===== config.mk =====
export PLATFORM = sky130hd
export DESIGN_NAME = drive_duty_dither_brake_limiter_unit
export DESIGN_NICKNAME = d
export VERILOG_FILES = /design/src/design/ddbl_pkg.sv /design/src/design/drive_duty_dither_brake_limiter_unit.sv /design/src/design/ddbl_div.sv
export VERILOG_INCLUDE_DIRS = /design/src /design/src/design
export SDC_FILE = /design/constraint.sdc
export NUM_CORES = 1
export LEC_CHECK = 0
export BUFFER_PORTS_ARGS = -buffer_cell sky130_fd_sc_hd__buf_2
export CAP_MARGIN = 20
export CORE_UTILIZATION = 46
export DETAILED_ROUTE_END_ITERATION = 6
export PLACE_DENSITY = 0.66
export SYNTH_ARGS = -nofsm -noshare
export SYNTH_HDL_FRONTEND = slang
export SYNTH_HIERARCHICAL = 1
export SYNTH_SLANG_ARGS = --single-unit
export TNS_END_PERCENT = 50

===== constraint.sdc =====
create_clock -name clk -period 5.46 [get_ports clk]
set_clock_uncertainty 0.2 [all_clocks]
set_input_delay 0.273 -clock clk [delete_from_list [all_inputs] [get_ports clk]]
set_output_delay 0.273 -clock clk [all_outputs]
set_load 0.005 [all_outputs]

===== src/design/drive_duty_dither_brake_limiter_unit_assert.svh =====
// Assertion macros for the duty shaper block.
// Used by the top level only; needs clk and rst_n in scope where expanded.
`ifndef DRIVE_DUTY_DITHER_BRAKE_LIMITER_UNIT_ASSERT_SVH
`define DRIVE_DUTY_DITHER_BRAKE_LIMITER_UNIT_ASSERT_SVH
`ifndef SYNTHESIS
`define DDBL_ASSERT(label, prop, msg) \
  label: assert property (@(posedge clk) disable iff (!rst_n) prop) else $error(msg);
`define DDBL_ASSERT_ALWAYS(label, prop, msg) \
  label: assert property (@(posedge clk) prop) else $error(msg);
`else
`define DDBL_ASSERT(label, prop, msg)
`define DDBL_ASSERT_ALWAYS(label, prop, msg)
`endif
`endif


===== src/design/ddbl_pkg.sv =====
// Shared types, constants and dither pattern table for the duty shaper.
// No dependencies.
package ddbl_pkg;

  typedef enum logic [2:0] {
    ST_IDLE,
    ST_PREP,
    ST_DIV1,
    ST_SHAPE,
    ST_DIV2,
    ST_EMIT
  } state_t;

  typedef struct packed {
    logic busy;
    logic done;
  } div_stat_t;

  localparam int DVD_W   = 32;
  localparam int DSR_W   = 17;
  localparam int QUO_W   = 16;
  localparam int CNT_W   = 5;
  localparam int CFG_IDX_W = 8;
  localparam int CFG_DAT_W = 16;
  localparam int LIMIT_W = 15;

  localparam logic [CFG_IDX_W-1:0] CFG_FWD_LIMIT = 8'd0;
  localparam logic [CFG_IDX_W-1:0] CFG_REV_LIMIT = 8'd1;
  localparam logic [LIMIT_W-1:0]   LIMIT_RESET   = 15'd16384;

  localparam logic [DSR_W-1:0]  Q_ONE      = 17'd32768;
  localparam logic [17:0]       MARGIN_Q   = 18'd1638;
  localparam logic signed [16:0] NEAR_HI   = 17'sd3;
  localparam logic signed [16:0] NEAR_LO   = -17'sd3;
  localparam logic [3:0]        LEVEL_FULL = 4'd8;
  localparam logic signed [18:0] DUTY_MAX  = 19'sd32767;
  localparam logic signed [18:0] DUTY_MIN  = -19'sd32768;

  // Brake dither pattern per level, bit n used at phase n.
  function automatic logic [7:0] dither_pattern(input logic [3:0] level);
    logic [7:0] pat;
    unique case (level)
      4'd0:    pat = 8'h00;
      4'd1:    pat = 8'h01;
      4'd2:    pat = 8'h11;
      4'd3:    pat = 8'h25;
      4'd4:    pat = 8'h55;
      4'd5:    pat = 8'hD5;
      4'd6:    pat = 8'hEE;
      4'd7:    pat = 8'hFE;
      default: pat = 8'hFF;
    endcase
    return pat;
  endfunction

endpackage


===== src/design/drive_duty_dither_brake_limiter_unit.sv =====
// Duty shaper with brake dither and current limits; top level.
// One item at a time: a beat is taken only in idle, then prep, the first
// divider pass, shaping, the second pass and emit; the shared divider runs two
// 16-step passes per item (shaping or brake level, then the reverse limit).
// A finished result waits in the output register while the next beat is taken.
// Reset (rst_n, synchronous, active low): idle, output empty, phase 0, limits 0.5.
`include "drive_duty_dither_brake_limiter_unit_assert.svh"

module drive_duty_dither_brake_limiter_unit (
  input  logic                              clk,
  input  logic                              rst_n,
  // in_tdata: [15:0] duty_request, [31:16] measured_speed
  input  logic                              in_tvalid,
  output logic                              in_tready,
  input  logic [31:0]                       in_tdata,
  // out_tdata: [15:0] duty_out, [16] brake_now, [23:17] zero
  output logic                              out_tvalid,
  input  logic                              out_tready,
  output logic [23:0]                       out_tdata,
  input  logic                              cfg_valid,
  output logic                              cfg_ready,
  input  logic [ddbl_pkg::CFG_IDX_W-1:0]    cfg_index,
  input  logic [ddbl_pkg::CFG_DAT_W-1:0]    cfg_data
);

  ddbl_pkg::state_t state_r, state_nxt;

  // item context, mirrored to non-negative speed
  logic signed [16:0] d_r, d_nxt;
  logic [15:0]        s_r, s_nxt;
  logic               neg_r, neg_nxt;
  logic               accel_r, accel_nxt;   // speeding up, request passes
  logic               pos_r, pos_nxt;       // slowing to non-negative target
  logic               full_r, full_nxt;     // full braking level
  logic signed [16:0] duty_r, duty_nxt;
  logic               brake_r, brake_nxt;
  logic [2:0]         phase_r, phase_nxt;

  logic [ddbl_pkg::LIMIT_W-1:0] fcl_r, fcl_nxt;
  logic [ddbl_pkg::LIMIT_W-1:0] rcl_r, rcl_nxt;

  logic        out_valid_r, out_valid_nxt;
  logic [15:0] out_duty_r, out_duty_nxt;
  logic        out_brake_r, out_brake_nxt;

  // divider hookup
  logic                          div_start;
  logic [ddbl_pkg::DVD_W-1:0]    div_dividend;
  logic [ddbl_pkg::DSR_W-1:0]    div_divisor;
  ddbl_pkg::div_stat_t           div_stat;
  logic [ddbl_pkg::QUO_W-1:0]    quotient;

  // combinational helpers
  logic               in_beat, slot_free;
  logic signed [16:0] in_d17, in_s17, d_mir, s_mir;
  logic signed [17:0] d18, s18, mag;
  logic [ddbl_pkg::DSR_W-1:0] one_plus_s;
  logic signed [16:0] shaped;
  logic [3:0]         level;
  logic [7:0]         pattern;
  logic signed [18:0] duty19, s19, cap, lim, lim_d, fin;

  ddbl_div u_div (
    .clk      (clk),
    .rst_n    (rst_n),
    .start    (div_start),
    .dividend (div_dividend),
    .divisor  (div_divisor),
    .stat     (div_stat),
    .quotient (quotient)
  );

  assign in_tready = (state_r == ddbl_pkg::ST_IDLE);
  assign in_beat   = in_tvalid && in_tready;
  assign slot_free = !out_valid_r || out_tready;
  assign cfg_ready = 1'b1;

  always_comb begin
    // input mirroring: -1.0 becomes +1.0, hence 17 bits
    in_d17 = {in_tdata[15], in_tdata[15:0]};
    in_s17 = {in_tdata[31], in_tdata[31:16]};
    d_mir  = in_tdata[31] ? -in_d17 : in_d17;
    s_mir  = in_tdata[31] ? -in_s17 : in_s17;

    d18 = {d_r[16], d_r};
    s18 = {2'b00, s_r};
    mag = s18 - d18;
    one_plus_s = {1'b0, s_r} + ddbl_pkg::Q_ONE;

    // shaping step, quotient from first pass
    if (accel_r) begin
      shaped = d_r;
    end else if (pos_r) begin
      shaped = '0;
    end else begin
      shaped = 17'sd0 - $signed({1'b0, quotient});
    end
    if (accel_r || !pos_r) begin
      level = '0;
    end else if (full_r) begin
      level = ddbl_pkg::LEVEL_FULL;
    end else begin
      level = {1'b0, quotient[2:0]};
    end
    pattern = ddbl_pkg::dither_pattern(level);

    // current limits, quotient from second pass
    duty19 = {{2{duty_r[16]}}, duty_r};
    s19    = {3'b000, s_r};
    cap    = s19 + {4'b0000, fcl_r};
    lim    = 19'sd0 - $signed({3'b000, quotient});
    lim_d  = duty19;
    if (duty19 > s19) begin
      if (duty19 > cap) lim_d = cap;
    end else if (duty19 < 19'sd0) begin
      if (duty19 < lim) lim_d = lim;
    end
    fin = neg_r ? -lim_d : lim_d;
  end

  always_comb begin
    state_nxt     = state_r;
    d_nxt         = d_r;
    s_nxt         = s_r;
    neg_nxt       = neg_r;
    accel_nxt     = accel_r;
    pos_nxt       = pos_r;
    full_nxt      = full_r;
    duty_nxt      = duty_r;
    brake_nxt     = brake_r;
    phase_nxt     = phase_r;
    out_duty_nxt  = out_duty_r;
    out_brake_nxt = out_brake_r;
    out_valid_nxt = out_valid_r && !out_tready;
    div_start     = 1'b0;
    div_dividend  = {2'b00, rcl_r, 15'd0};
    div_divisor   = one_plus_s;

    unique case (state_r)
      ddbl_pkg::ST_IDLE: begin
        if (in_beat) begin
          d_nxt     = d_mir;
          s_nxt     = s_mir[15:0];
          neg_nxt   = in_tdata[31];
          state_nxt = ddbl_pkg::ST_PREP;
        end
      end
      ddbl_pkg::ST_PREP: begin
        accel_nxt = (d18 >= s18);
        pos_nxt   = !d_r[16];
        // braking margin: level from division only when speed clears it
        full_nxt  = ({2'b00, s_r} <= (mag + ddbl_pkg::MARGIN_Q));
        div_start = 1'b1;
        if (!d_r[16]) begin
          // floor(8*mag/s); mag <= s here so 16 bits suffice
          div_dividend = {13'd0, mag[15:0], 3'b000};
          div_divisor  = {1'b0, s_r};
        end else begin
          div_dividend = {1'b0, mag[15:0], 15'd0};
        end
        state_nxt = ddbl_pkg::ST_DIV1;
      end
      ddbl_pkg::ST_DIV1: begin
        if (div_stat.done) state_nxt = ddbl_pkg::ST_SHAPE;
      end
      ddbl_pkg::ST_SHAPE: begin
        if (shaped >= ddbl_pkg::NEAR_LO && shaped <= ddbl_pkg::NEAR_HI) begin
          duty_nxt  = '0;
          phase_nxt = phase_r + 3'd1;
          brake_nxt = pattern[phase_nxt];
        end else begin
          duty_nxt  = shaped;
          brake_nxt = 1'b0;
        end
        div_start = 1'b1;   // reverse limit: rcl/(1+s)
        state_nxt = ddbl_pkg::ST_DIV2;
      end
      ddbl_pkg::ST_DIV2: begin
        if (div_stat.done) state_nxt = ddbl_pkg::ST_EMIT;
      end
      ddbl_pkg::ST_EMIT: begin
        if (slot_free) begin
          if (fin > ddbl_pkg::DUTY_MAX) begin
            out_duty_nxt = ddbl_pkg::DUTY_MAX[15:0];
          end else if (fin < ddbl_pkg::DUTY_MIN) begin
            out_duty_nxt = ddbl_pkg::DUTY_MIN[15:0];
          end else begin
            out_duty_nxt = fin[15:0];
          end
          out_brake_nxt = brake_r;
          out_valid_nxt = 1'b1;
          state_nxt     = ddbl_pkg::ST_IDLE;
        end
      end
      default: state_nxt = ddbl_pkg::ST_IDLE;
    endcase
  end

  always_comb begin
    fcl_nxt = fcl_r;
    rcl_nxt = rcl_r;
    if (cfg_valid && cfg_ready) begin
      priority if (cfg_index == ddbl_pkg::CFG_FWD_LIMIT) begin
        fcl_nxt = cfg_data[ddbl_pkg::LIMIT_W-1:0];
      end else if (cfg_index == ddbl_pkg::CFG_REV_LIMIT) begin
        rcl_nxt = cfg_data[ddbl_pkg::LIMIT_W-1:0];
      end else begin
        fcl_nxt = fcl_r;   // unknown index, dropped
      end
    end
  end

  always_ff @(posedge clk) begin
    if (!rst_n) begin
      state_r     <= ddbl_pkg::ST_IDLE;
      phase_r     <= '0;
      out_valid_r <= 1'b0;
      fcl_r       <= ddbl_pkg::LIMIT_RESET;
      rcl_r       <= ddbl_pkg::LIMIT_RESET;
    end else begin
      state_r     <= state_nxt;
      phase_r     <= phase_nxt;
      out_valid_r <= out_valid_nxt;
      fcl_r       <= fcl_nxt;
      rcl_r       <= rcl_nxt;
    end
    d_r         <= d_nxt;
    s_r         <= s_nxt;
    neg_r       <= neg_nxt;
    accel_r     <= accel_nxt;
    pos_r       <= pos_nxt;
    full_r      <= full_nxt;
    duty_r      <= duty_nxt;
    brake_r     <= brake_nxt;
    out_duty_r  <= out_duty_nxt;
    out_brake_r <= out_brake_nxt;
  end

  assign out_tvalid = out_valid_r;
  assign out_tdata  = {7'd0, out_brake_r, out_duty_r};

  // divider must be quiet whenever a new beat can be taken
  `DDBL_ASSERT(a_idle_div_quiet, in_tready |-> !div_stat.busy, "divider busy while idle")
  // a pass is never restarted mid-flight
  `DDBL_ASSERT(a_no_restart, div_start |-> !div_stat.busy, "divider restarted while busy")
  // dither phase only moves in the shaping step
  `DDBL_ASSERT_ALWAYS(a_phase_hold,
    (rst_n && state_r != ddbl_pkg::ST_SHAPE) |=> $stable(phase_r), "phase moved off shaping")

endmodule


===== src/design/ddbl_div.sv =====
// Shared restoring divider, one quotient bit per cycle, 16 steps.
// Depends on ddbl_pkg. Caller guarantees dividend[31:16] < divisor.
module ddbl_div (
  input  logic                          clk,
  input  logic                          rst_n,
  input  logic                          start,
  input  logic [ddbl_pkg::DVD_W-1:0]    dividend,
  input  logic [ddbl_pkg::DSR_W-1:0]    divisor,
  output ddbl_pkg::div_stat_t           stat,
  output logic [ddbl_pkg::QUO_W-1:0]    quotient
);

  logic [ddbl_pkg::DSR_W-1:0] rem_r, rem_nxt;
  logic [ddbl_pkg::QUO_W-1:0] lo_r, lo_nxt;
  logic [ddbl_pkg::DSR_W-1:0] dsr_r, dsr_nxt;
  logic [ddbl_pkg::QUO_W-1:0] q_r, q_nxt;
  logic [ddbl_pkg::CNT_W-1:0] cnt_r, cnt_nxt;
  logic [ddbl_pkg::DSR_W:0]   trial, diff;
  logic                       ge;

  always_comb begin
    trial = {rem_r, lo_r[ddbl_pkg::QUO_W-1]};
    diff  = trial - {1'b0, dsr_r};
    ge    = trial >= {1'b0, dsr_r};
    rem_nxt = rem_r;
    lo_nxt  = lo_r;
    dsr_nxt = dsr_r;
    q_nxt   = q_r;
    cnt_nxt = cnt_r;
    if (start) begin
      rem_nxt = {1'b0, dividend[ddbl_pkg::DVD_W-1:ddbl_pkg::QUO_W]};
      lo_nxt  = dividend[ddbl_pkg::QUO_W-1:0];
      dsr_nxt = divisor;
      cnt_nxt = ddbl_pkg::CNT_W'(ddbl_pkg::QUO_W);
    end else if (cnt_r != '0) begin
      // remainder stays below the divisor, so 17 bits hold it
      rem_nxt = ge ? diff[ddbl_pkg::DSR_W-1:0] : trial[ddbl_pkg::DSR_W-1:0];
      lo_nxt  = {lo_r[ddbl_pkg::QUO_W-2:0], 1'b0};
      q_nxt   = {q_r[ddbl_pkg::QUO_W-2:0], ge};
      cnt_nxt = cnt_r - 1'b1;
    end
  end

  always_ff @(posedge clk) begin
    if (!rst_n) begin
      cnt_r <= '0;
    end else begin
      cnt_r <= cnt_nxt;
    end
    rem_r <= rem_nxt;
    lo_r  <= lo_nxt;
    dsr_r <= dsr_nxt;
    q_r   <= q_nxt;
  end

  assign stat.busy = (cnt_r != '0);
  assign stat.done = (cnt_r == ddbl_pkg::CNT_W'(1));
  assign quotient  = q_r;

endmodule


# After elaboration in Yosys (flattened, before gate mapping)
# Memory sizes are Yosys's and may differ from the RTL's.
# Index checks and enable logic that the tools add are counted.
# totals
regBits	180
latch_bits	0
mem_bits_rw	0
rom_bits	64
inputBits	61
out_inout_bits	27
memories	1
# memory_table
name	depth	width	read_ports	rd_clocked_by_memory_dff	write_ports	line	source
(name not given)	8	8	1	0	0	ddbl_pkg.sv:42	unique case (level)
# classes
n_addsub	12
multipliers	0
div	0
order_cmp	12
n_eq_ne	11
n_shift	0
muxes	34
bitwise_logic	3
n_reduce_logical	22
# op_table
cell	count
$mux W17	6
$mux W19	5
$mux W16	5
$mux W31	2
$sub A1 B16 Y17 const A	2
$gt A19 B16 Y1 const B	1
$lt A19 B16 Y1 const B	1
$neg A19 Y19	1
$add A18 B11 Y18 const B	1
$ge A18 B17 Y1	1
$gt A17 B18 Y1	1
$le A16 B18 Y1	1
$pmux W3 S6	1
$sub A17 B17 Y18	1
$add A16 B15 Y17	1
$add A16 B16 Y17 const B	1
$ge A17 B17 Y1	1
$ge A17 B3 Y1 const B	1
$gt A17 B17 Y1	1
$le A17 B3 Y1 const B	1
$lt A17 B1 Y1 const B	1
$lt A17 B17 Y1	1
$neg A16 Y17	1
$sub A17 B17 Y17	1
30 further kinds	55

# Logic depth before layout (Yosys ltp)
# Gate-level depths: netlist (run 1).
# depth
depth_word	9
depth_mapped	25
depth_no_buf	22

# Hierarchy
# The synthesis (run 1) kept the hierarchy.
# by_module_without_submodules
module	n_inst	cells_per_inst	area_each_um2
drive_duty_dither_brake_limiter_unit	1	1131	9898.2
ddbl_div	1	300	3667.3

# Worst setup path before layout (run 1)
# OpenSTA, ideal clock, no wires.
# synth_timing
kind	register -> register
from	reg s_r[1]
to	reg out_duty_r[14], data pin
setup_time_ns	0.268
arrival_ns	4.786
t_required_ns	4.992
slack_ns	0.206
stages_incl_launch_ff	22
path_cell_list	edfxtp_1 -> ha_1 -> a211oi_1 -> o21ai_0 -> a31o_2 -> a21oi_1 -> xor2_1 -> ha_1 -> nand4_1 -> inv_1 -> a2111o_1 -> a221oi_2 -> nor2_2 -> a32o_1 -> a21oi_1 -> ha_1 -> inv_1 -> a221oi_2 -> nand4_1 -> o41ai_1 -> xnor2_1 -> o211ai_2
# synth_via
elab_chain_cells	8
elab_cells_between_ends	10
classes_between	add/sub (2); order compare (4); mux (4)
# synth_lines
item	line	source
start, declared	drive_duty_dither_brake_limiter_unit.sv:30	logic [15:0] s_r, s_nxt;
start signal, assigned	drive_duty_dither_brake_limiter_unit.sv:228	s_r <= s_nxt;
$add A16 B15 Y17	drive_duty_dither_brake_limiter_unit.sv:110	cap = s19 + {4'b0000, fcl_r};
$gt A17 B18 Y1	drive_duty_dither_brake_limiter_unit.sv:114	if (duty19 > cap) lim_d = cap;
$mux W19	drive_duty_dither_brake_limiter_unit.sv:114	
$mux W19 *	drive_duty_dither_brake_limiter_unit.sv:113	if (duty19 > s19) begin
$neg A19 Y19	drive_duty_dither_brake_limiter_unit.sv:118	fin = neg_r ? -lim_d : lim_d;
$mux W19 *	drive_duty_dither_brake_limiter_unit.sv:118	
$lt A19 B16 Y1	drive_duty_dither_brake_limiter_unit.sv:185	end else if (fin < ddbl_pkg::DUTY_MIN) begin
$mux W16	drive_duty_dither_brake_limiter_unit.sv:185	
end signal, assigned	drive_duty_dither_brake_limiter_unit.sv:235	out_duty_r <= out_duty_nxt;
end, declared	drive_duty_dither_brake_limiter_unit.sv:43	logic [15:0] out_duty_r, out_duty_nxt;
# Every way passes the cells marked *; elsewhere a longest branch is shown, timed or not.
# A chain may end at the register's enable or synchronous reset.

# Worst setup path after layout (run 1)
# layout_timing
from	reg s_r[0]
to	reg out_duty_r[0], data pin
# The elaborated chain is that of the path after synthesis.

==> impl_metrics.env, run 1 <==
export IMPL_route_layer_met1_wl_um=17900
export IMPL_drt_iter0_markers=939
export IMPL_grt_pass1_wl_um=59800
export IMPL_worst_path_buf_inv=5
export IMPL_dp_hpwl_um=29300
export IMPL_worst_pin_slew_ns=1.05
export IMPL_path_cells="ha_2 -> fa_2 -> a211oi_4 -> o21bai_1 -> a21oi_1 -> xor2_1 -> ha_1 -> nand4_1 -> inv_1 -> a2111o_1 -> a221oi_2 -> nor2_2 -> buf_4 -> a32oi_1 -> o21ai_2 -> ha_2 -> inv_1 -> a221oi_2 -> nand4_1 -> buf_4 -> nand2b_1 -> a32oi_4 -> clkbuf_16 -> o211ai_1"
export IMPL_dr_pass1_iters=7
export IMPL_final_cell_mix="137 x edfxtp_1, 118 x nand2_1, 113 x ha_1, 94 x inv_1, 86 x nor2_1"
export IMPL_reg2reg_depth=24
export IMPL_hold_start="in_tdata[2]"
export IMPL_holdPathStages=2
export IMPL_clock_sinks=180
export IMPL_fmax_mhz=188
export IMPL_cpPeakStageDelay_ns=0.41
export IMPL_maxSlewHeadroom=0.302
export IMPL_grt_max_degree=56
export IMPL_finalHoldViolCount=0
export IMPL_regArea_mm2=0.00497
export IMPL_syn_instance_count=1431
export IMPL_clk_pin_slew_ns=0.08
export IMPL_cts_buffer_depth=2
export IMPL_die_h_um=174
export IMPL_slew_viol_final=0
export IMPL_async_flop_share=0
export IMPL_layout_drive_gt1_share=0.177
export IMPL_top_layer="met4"
export IMPL_drc=0
export IMPL_tritoncts="built"
export IMPL_die_w_um=174
export IMPL_ys_types=88
export IMPL_cts_buffers=17
export IMPL_setup_viol=0
export IMPL_wl_met2_um=17300
export IMPL_power_leakage_uw=0.00660
export IMPL_synth_top_cell_by_area="edfxtp_1"
export IMPL_dr_wl_met3_um=2460
export IMPL_yosysWarnings=6
export IMPL_max_cap_violations=0
export IMPL_worst_slack_ns=0.128
export IMPL_core_area_mm2=0.0289
export IMPL_place_congestion=0.925
export IMPL_n_fill_cell=2604
export IMPL_port_buffers=78
export IMPL_area_delta_synth_final_pct=18.3
export IMPL_synth_top_area_frac=0.303
export IMPL_start_kind="flip-flop"
export IMPL_drtAntennaViolNets=0
export IMPL_cp_required_ns=5.46
export IMPL_cp_top_family="compound AO/OA/AOI/OAI gates"
export IMPL_start_util=0.470
export IMPL_synth_ff_type="edfxtp_1"
export IMPL_layout_nets=1786
export IMPL_fin_util=0.556
export IMPL_power_per_cell_area_mw_per_mm2=410
export IMPL_min_path_type="input port to flip-flop"
export IMPL_timing_final_crit_share=0.977
export IMPL_fin_cells=1997
export IMPL_crit_arrival_ns=5.33
export IMPL_place_inst=1917
export IMPL_total_power_uw=6580
export IMPL_place_ws_ns=-0.0352
export IMPL_die_area_mm2=0.0302
export IMPL_ys_seq_area_frac=0.367
export IMPL_r2r_end="out_duty_r[0]$_SDFFCE_PN1P_"
export IMPL_ios=88
export IMPL_grt_antenna_before_repair=0
export IMPL_ys_seq_elements=180
export IMPL_syn_area_per_cell_um2=9.48
export IMPL_routedWlPerCell_um=19.4
export IMPL_htreeDepth=4
export IMPL_min_period_ns=5.33
export IMPL_synth_area_mm2=0.0136
export IMPL_routed_wl_um=38700
export IMPL_cp_slowest_cell="fa_2"
export IMPL_cp_end_kind="flip-flop"
export IMPL_grt_pass1_vias=11078
export IMPL_status="completed"
export IMPL_cp_max_fo=12
export IMPL_clock_latency_ns=0.45
export IMPL_grt_overflow_total=0
export IMPL_whs_endpoint="d_r[2]$_DFFE_PP_"
export IMPL_synth_area_top_cells="edfxtp_1 30%, ha_1 11%, dfxtp_1 6.3%, xnor2_1 4.6%, nand2_1 3.3%"
export IMPL_vdd_ir_drop_max_mv=0.223
export IMPL_antenna_cells=0
export IMPL_worstSetupPathType="flip-flop to flip-flop"
export IMPL_vias=11573
export IMPL_via_per_inst=5.80
export IMPL_multi_input_area_mm2=0.00821
export IMPL_rows=62
export IMPL_cts_root_buf="clkbuf_16"
export IMPL_synth_edf_count=137
export IMPL_regToRegStartpoint="s_r[0]$_DFFE_PP_"
export IMPL_final_common_cell="edfxtp_1"
export IMPL_r2r_slack_ns=0.13
export IMPL_grtUsageTotal=0.256
## worst max-delay path by stage
| stage | start | endpoint | slack (ns) | cells past startpoint |
|---|---|---|---|---|
| after floorplan | s_r[1]$_DFFE_PP_ | out_duty_r[14]$_SDFFCE_PN1P_ | 0.21 | 21 |
| after global placement | s_r[0]$_DFFE_PP_ | out_duty_r[14]$_SDFFCE_PN1P_ | 0.07 | 21 |
| after detailed placement | s_r[1]$_DFFE_PP_ | out_duty_r[14]$_SDFFCE_PN1P_ | -0.04 | 21 |
| after CTS | s_r[0]$_DFFE_PP_ | out_duty_r[14]$_SDFFCE_PN1P_ | 0.02 | 21 |
| after global routing | s_r[0]$_DFFE_PP_ | out_duty_r[3]$_SDFFCE_PN1P_ | -0.07 | 24 |
| final | s_r[0]$_DFFE_PP_ | out_duty_r[0]$_SDFFCE_PN1P_ | 0.13 | 24 |
## layer usage
metal / up-vias / global-route usage
li1: 5604 / -
met1: 5515 / 0.357
met2: 387 / 0.400
met3: 67 / 0.0430
met4: 0 / 0.0881
met5: - / 0
## report_power, final
group	switching [uW]	total (uW)	leakage, uW	internal [uW]
Combinational	1890	3250	0.00464	1360
Clock	603	1220	0.000288	619
Sequential	202	2110	0.00167	1910
Total	2690	6580	0.00660	3880
## through the flow
stage / area (um^2) / hold slack, ns / setup TNS, ns
6_report: 16000 / 0.0234 / 0
5_1_grt: 16000 / 0.0208 / -0.646
4_1_cts: 15700 / 0.000853 / 0
3_5_place_dp: 14800 / 0.205 / -0.0352
3_3_place_gp: 14800 / 0.202 / 0
2_1_floorplan: 13600 / 0.172 / 0
## synth_stat cells, types with 25 or more instances
cell type / count
edfxtp_1: 137
ha_1: 122
nand2_1: 118
inv_1: 94
nor2_1: 88
a21oi_1: 82
xnor2_1: 72
o21ai_0: 67
nor2b_1: 44
dfxtp_1: 43
mux2i_1: 42
xor2_1: 36
clkbuf_1: 35
nand3_1: 35
nor3_1: 34
a21o_1: 25
## sequential cells by signal, indices dropped and copies added (netlist names), 5 cells and up
register	flops
d_r	17
duty_r	17
u_div/dsr_r	17
u_div/rem_r	17
out_duty_r	16
s_r	16
u_div/lo_r	16
u_div/quotient	16
fcl_r	15
rcl_r	15
u_div/cnt_r	5
## cell type report
| cell class | count | share of cell area |
|---|---|---|
| Sequential cell | 180 | 0.310 |
| Inverter | 97 | 0.0230 |
| Clock buffer | 18 | 0.0274 |
| Multi-Input combinational cell | 1106 | 0.512 |
| Clock inverter | 14 | 0.00835 |
| Tap cell | 384 | 0.0300 |
| Timing Repair Buffer | 198 | 0.0892 |
## cells by family after synthesis
logic type,Yosys count,share of synthesized area
simple gates,436,0.161
buf+inv,155,0.0490
mux,60,0.0459
fa+ha+maj,125,0.117
other cells,2,0.000554
xor+xnor,108,0.0697
flops,180,0.367
compound gates,365,0.191
## timing repair
action | CTS | global route
resized for setup | 2 | 51
endpoints found under the hold margin | 56 | 0
gates cloned | 0 | 1
hold buffers | 39 | 0
endpoints found under the setup margin | 1 | 17
pin swaps | 0 | 15
buffers inserted | 0 | 8
(Power assumes the default switching activity.)
==> inputs of run 2 (changes only) <==
Settings changed: ABC_AREA set to 1, PLACE_DENSITY 0.66 to 0.65.
==> run 2 against run 1 <==
Effect of this change: total power rose by 44%; first-iteration DRC count rose by 11%; flip-flop and latch count did not move; synthesized cell count rose by 39%; worst hold slack improved by 0.032 ns; critical endpoint is now out_duty_r[7]$_SDFFCE_PN1P_; largest power group unchanged; highest routed layer unchanged.
==> impl_metrics.env, run 2 <==
export IMPL_ios=88
export IMPL_switchingPower_uw=4670
export IMPL_rows=65
export IMPL_layout_drive_gt1_share=0.120
export IMPL_crit_arrival_ns=5.14
export IMPL_min_path_type="input port to flip-flop"
export IMPL_syn_instance_count=1990
export IMPL_share_clk_of_total_power=0.127
export IMPL_grt_overflow_total=0
export IMPL_die_w_um=181
export IMPL_port_buffers=78
export IMPL_htreeDepth=4
export IMPL_routedWlPerCell_um=15.9
export IMPL_cp_required_ns=5.57
export IMPL_grt_antenna_before_repair=0
export IMPL_drtAntennaViolNets=0
export IMPL_place_ws_ns=0.281
export IMPL_dp_hpwl_um=31100
export IMPL_yosysWarnings=6
export IMPL_rsz0062_at_grt="false"
export IMPL_synth_top_area_frac=0.280
export IMPL_synth_ff_type="edfxtp_1"
export IMPL_tns_ns=0
export IMPL_synth_area_mm2=0.0147
export IMPL_vdd_ir_drop_max_mv=0.282
export IMPL_p_int_uw=4770
export IMPL_syn_area_per_cell_um2=7.38
export IMPL_max_cap_violations=0
export IMPL_die_h_um=181
export IMPL_worstSetupPathType="flip-flop to flip-flop"
export IMPL_multi_input_area_mm2=0.00836
export IMPL_finalHoldViolCount=0
export IMPL_via_per_inst=5.22
export IMPL_start_kind="flip-flop"
export IMPL_switching_share=0.495
export IMPL_clock_latency_ns=0.44
export IMPL_dr_pass1_iters=6
export IMPL_worst_path_most_repeated_cell="nand2_2"
export IMPL_grt_pass1_vias=12228
export IMPL_final_cell_mix="538 x nand2_1, 282 x inv_1, 182 x nor2_1, 137 x edfxtp_1, 129 x nand3_1"
export IMPL_worst_slack_ns=0.424
export IMPL_antenna_cells=0
export IMPL_n_fill_cell=3035
export IMPL_timing_final_crit_share=0.922
export IMPL_die_area_mm2=0.0326
export IMPL_start_util=0.467
export IMPL_status="completed"
export IMPL_grt_pass1_wl_um=63700
export IMPL_synth_edf_count=137
export IMPL_comb_power_share=0.616
export IMPL_yosys_top_cells_count="538 x nand2_1, 282 x inv_1, 186 x nor2_1"
export IMPL_worst_path_buf_inv=2
export IMPL_cp_slowest_cell="edfxtp_1"
export IMPL_power_leakage_uw=0.00805
export IMPL_cp_top_family="simple AND/OR/NAND/NOR gates"
export IMPL_vias=13237
export IMPL_regArea_mm2=0.00497
export IMPL_cts_buffers=17
export IMPL_async_flop_share=0
export IMPL_cp_max_fo=14
export IMPL_ys_seq_area_frac=0.339
export IMPL_fin_cells=2534
export IMPL_core_area_mm2=0.0315
export IMPL_setup_viol=0
export IMPL_tritoncts="built"
export IMPL_cts_buffer_depth=2
export IMPL_power_per_cell_area_mw_per_mm2=570
export IMPL_final_common_cell="nand2_1"
export IMPL_slew_viol_final=0
export IMPL_routed_wl_um=40200
export IMPL_cp_end_kind="flip-flop"
export IMPL_whs_ns=0.0554
export IMPL_layout_nets=2305
export IMPL_place_congestion=0.947
export IMPL_clk_pin_slew_ns=0.08
export IMPL_place_inst=2452
export IMPL_maxSlewHeadroom=0.303
export IMPL_grtUsageTotal=0.250
export IMPL_clock_sinks=180
export IMPL_area_delta_synth_final_pct=12.8
export IMPL_worst_pin_slew_ns=1.04
export IMPL_cts_root_buf="clkbuf_16"
export IMPL_cpPeakStageDelay_ns=0.46
export IMPL_synth_top_cell_by_area="edfxtp_1"
export IMPL_fmax_mhz=199
export IMPL_ys_types=65
export IMPL_synth_area_top_cells="edfxtp_1 28%, nand2_1 14%, ha_1 10%, inv_1 7.2%, dfxtp_1 5.9%"
export IMPL_yosys_cell_count_top_type="nand2_1"
export IMPL_ys_seq_elements=180
export IMPL_seqPwrFrac=0.257
export IMPL_grt_max_degree=54
export IMPL_drt_iter0_markers=1044
export IMPL_min_period_ns=5.04
export IMPL_drc=0
export IMPL_fin_util=0.526
[run 2: cell types whose count changed in the layout (fill, tap and decap cells not counted), sizes merged, moves of 20 or more]
cell	change
nand2	+471
xnor2	-36
mux2i	-42
buf	-52
nor2	+110
a21o	-20
inv	+195
nor2b	-44
nand3	+107
[run 2: final cells by class]
type,instances,share of cell area
Timing Repair Buffer,150,0.0628
Clock inverter,15,0.00823
Multi-Input combinational cell,1474,0.505
Tap cell,402,0.0304
Inverter,296,0.0677
Sequential cell,180,0.300
Clock buffer,17,0.0257
[run 2: power by group through the flow]
stage          logic (uW)  registers, uW  clock network [uW]
3_5_place_dp         5680           2450                   0
6_report             5820           2430                1200
3_3_place_gp         5570           2440                   0
2_1_floorplan        4430           2350                   0
4_1_cts              5730           2420                1220
5_1_grt              6560           2470                1280
[run 2: repair_timing]
item / CTS / global route
endpoints found under the hold margin: 51 / 0
resized for setup: 0 / 9
endpoints found under the setup margin: 0 / 15
buffers inserted: 0 / 5
hold buffers: 44 / 0
[run 2: final timing paths]
kind,from,endpoint,slack (ns),depth (start not counted)
worst max-delay path,u_div/quotient[1]$_DFFE_PP_,out_duty_r[7]$_SDFFCE_PN1P_,0.42,28
worst min-delay path,in_tdata[6],d_r[6]$_DFFE_PP_,0.06,3
worst max register to register,u_div/quotient[1]$_DFFE_PP_,out_duty_r[7]$_SDFFCE_PN1P_,0.42,28
worst min register to register,brake_r$_SDFFCE_PN0P_,out_brake_r$_DFFE_PP_,0.24,0
[run 2: through the flow]
stage                     instance area, um^2  total power, uW
after global placement                  15500             8010
after detailed placement                15500             8130
final                                   16600             9440
after CTS                               16500             9380
after floorplan                         14700             6780
after global routing                    16600            10300
[run 2: worst min-delay path, delay by kind of cell]
family / cells / cell delay [ns]
buffers and inverters: 2 / 0.17
xor gates and xnor gates: 1 / 0.08
[run 2: logic make-up after synthesis]
group,share of synthesized area
flops,0.339
compound gates,0.0866
simple gates,0.315
xor+xnor,0.0519
other cells,0.000511
buf+inv,0.0987
fa+ha+maj,0.108
[run 2: layer usage]
metal | global-route usage | vias up | wire length [um] | part of all wire
met2 | 0.409 | 429 | 18300 | 0.45
met1 | 0.334 | 6002 | 18400 | 0.46
li1 | - | 6747 | - | -
met5 | 0 | - | 0 | 0
met4 | 0.0978 | 0 | 1230 | 0.031
met3 | 0.0346 | 59 | 2300 | 0.057
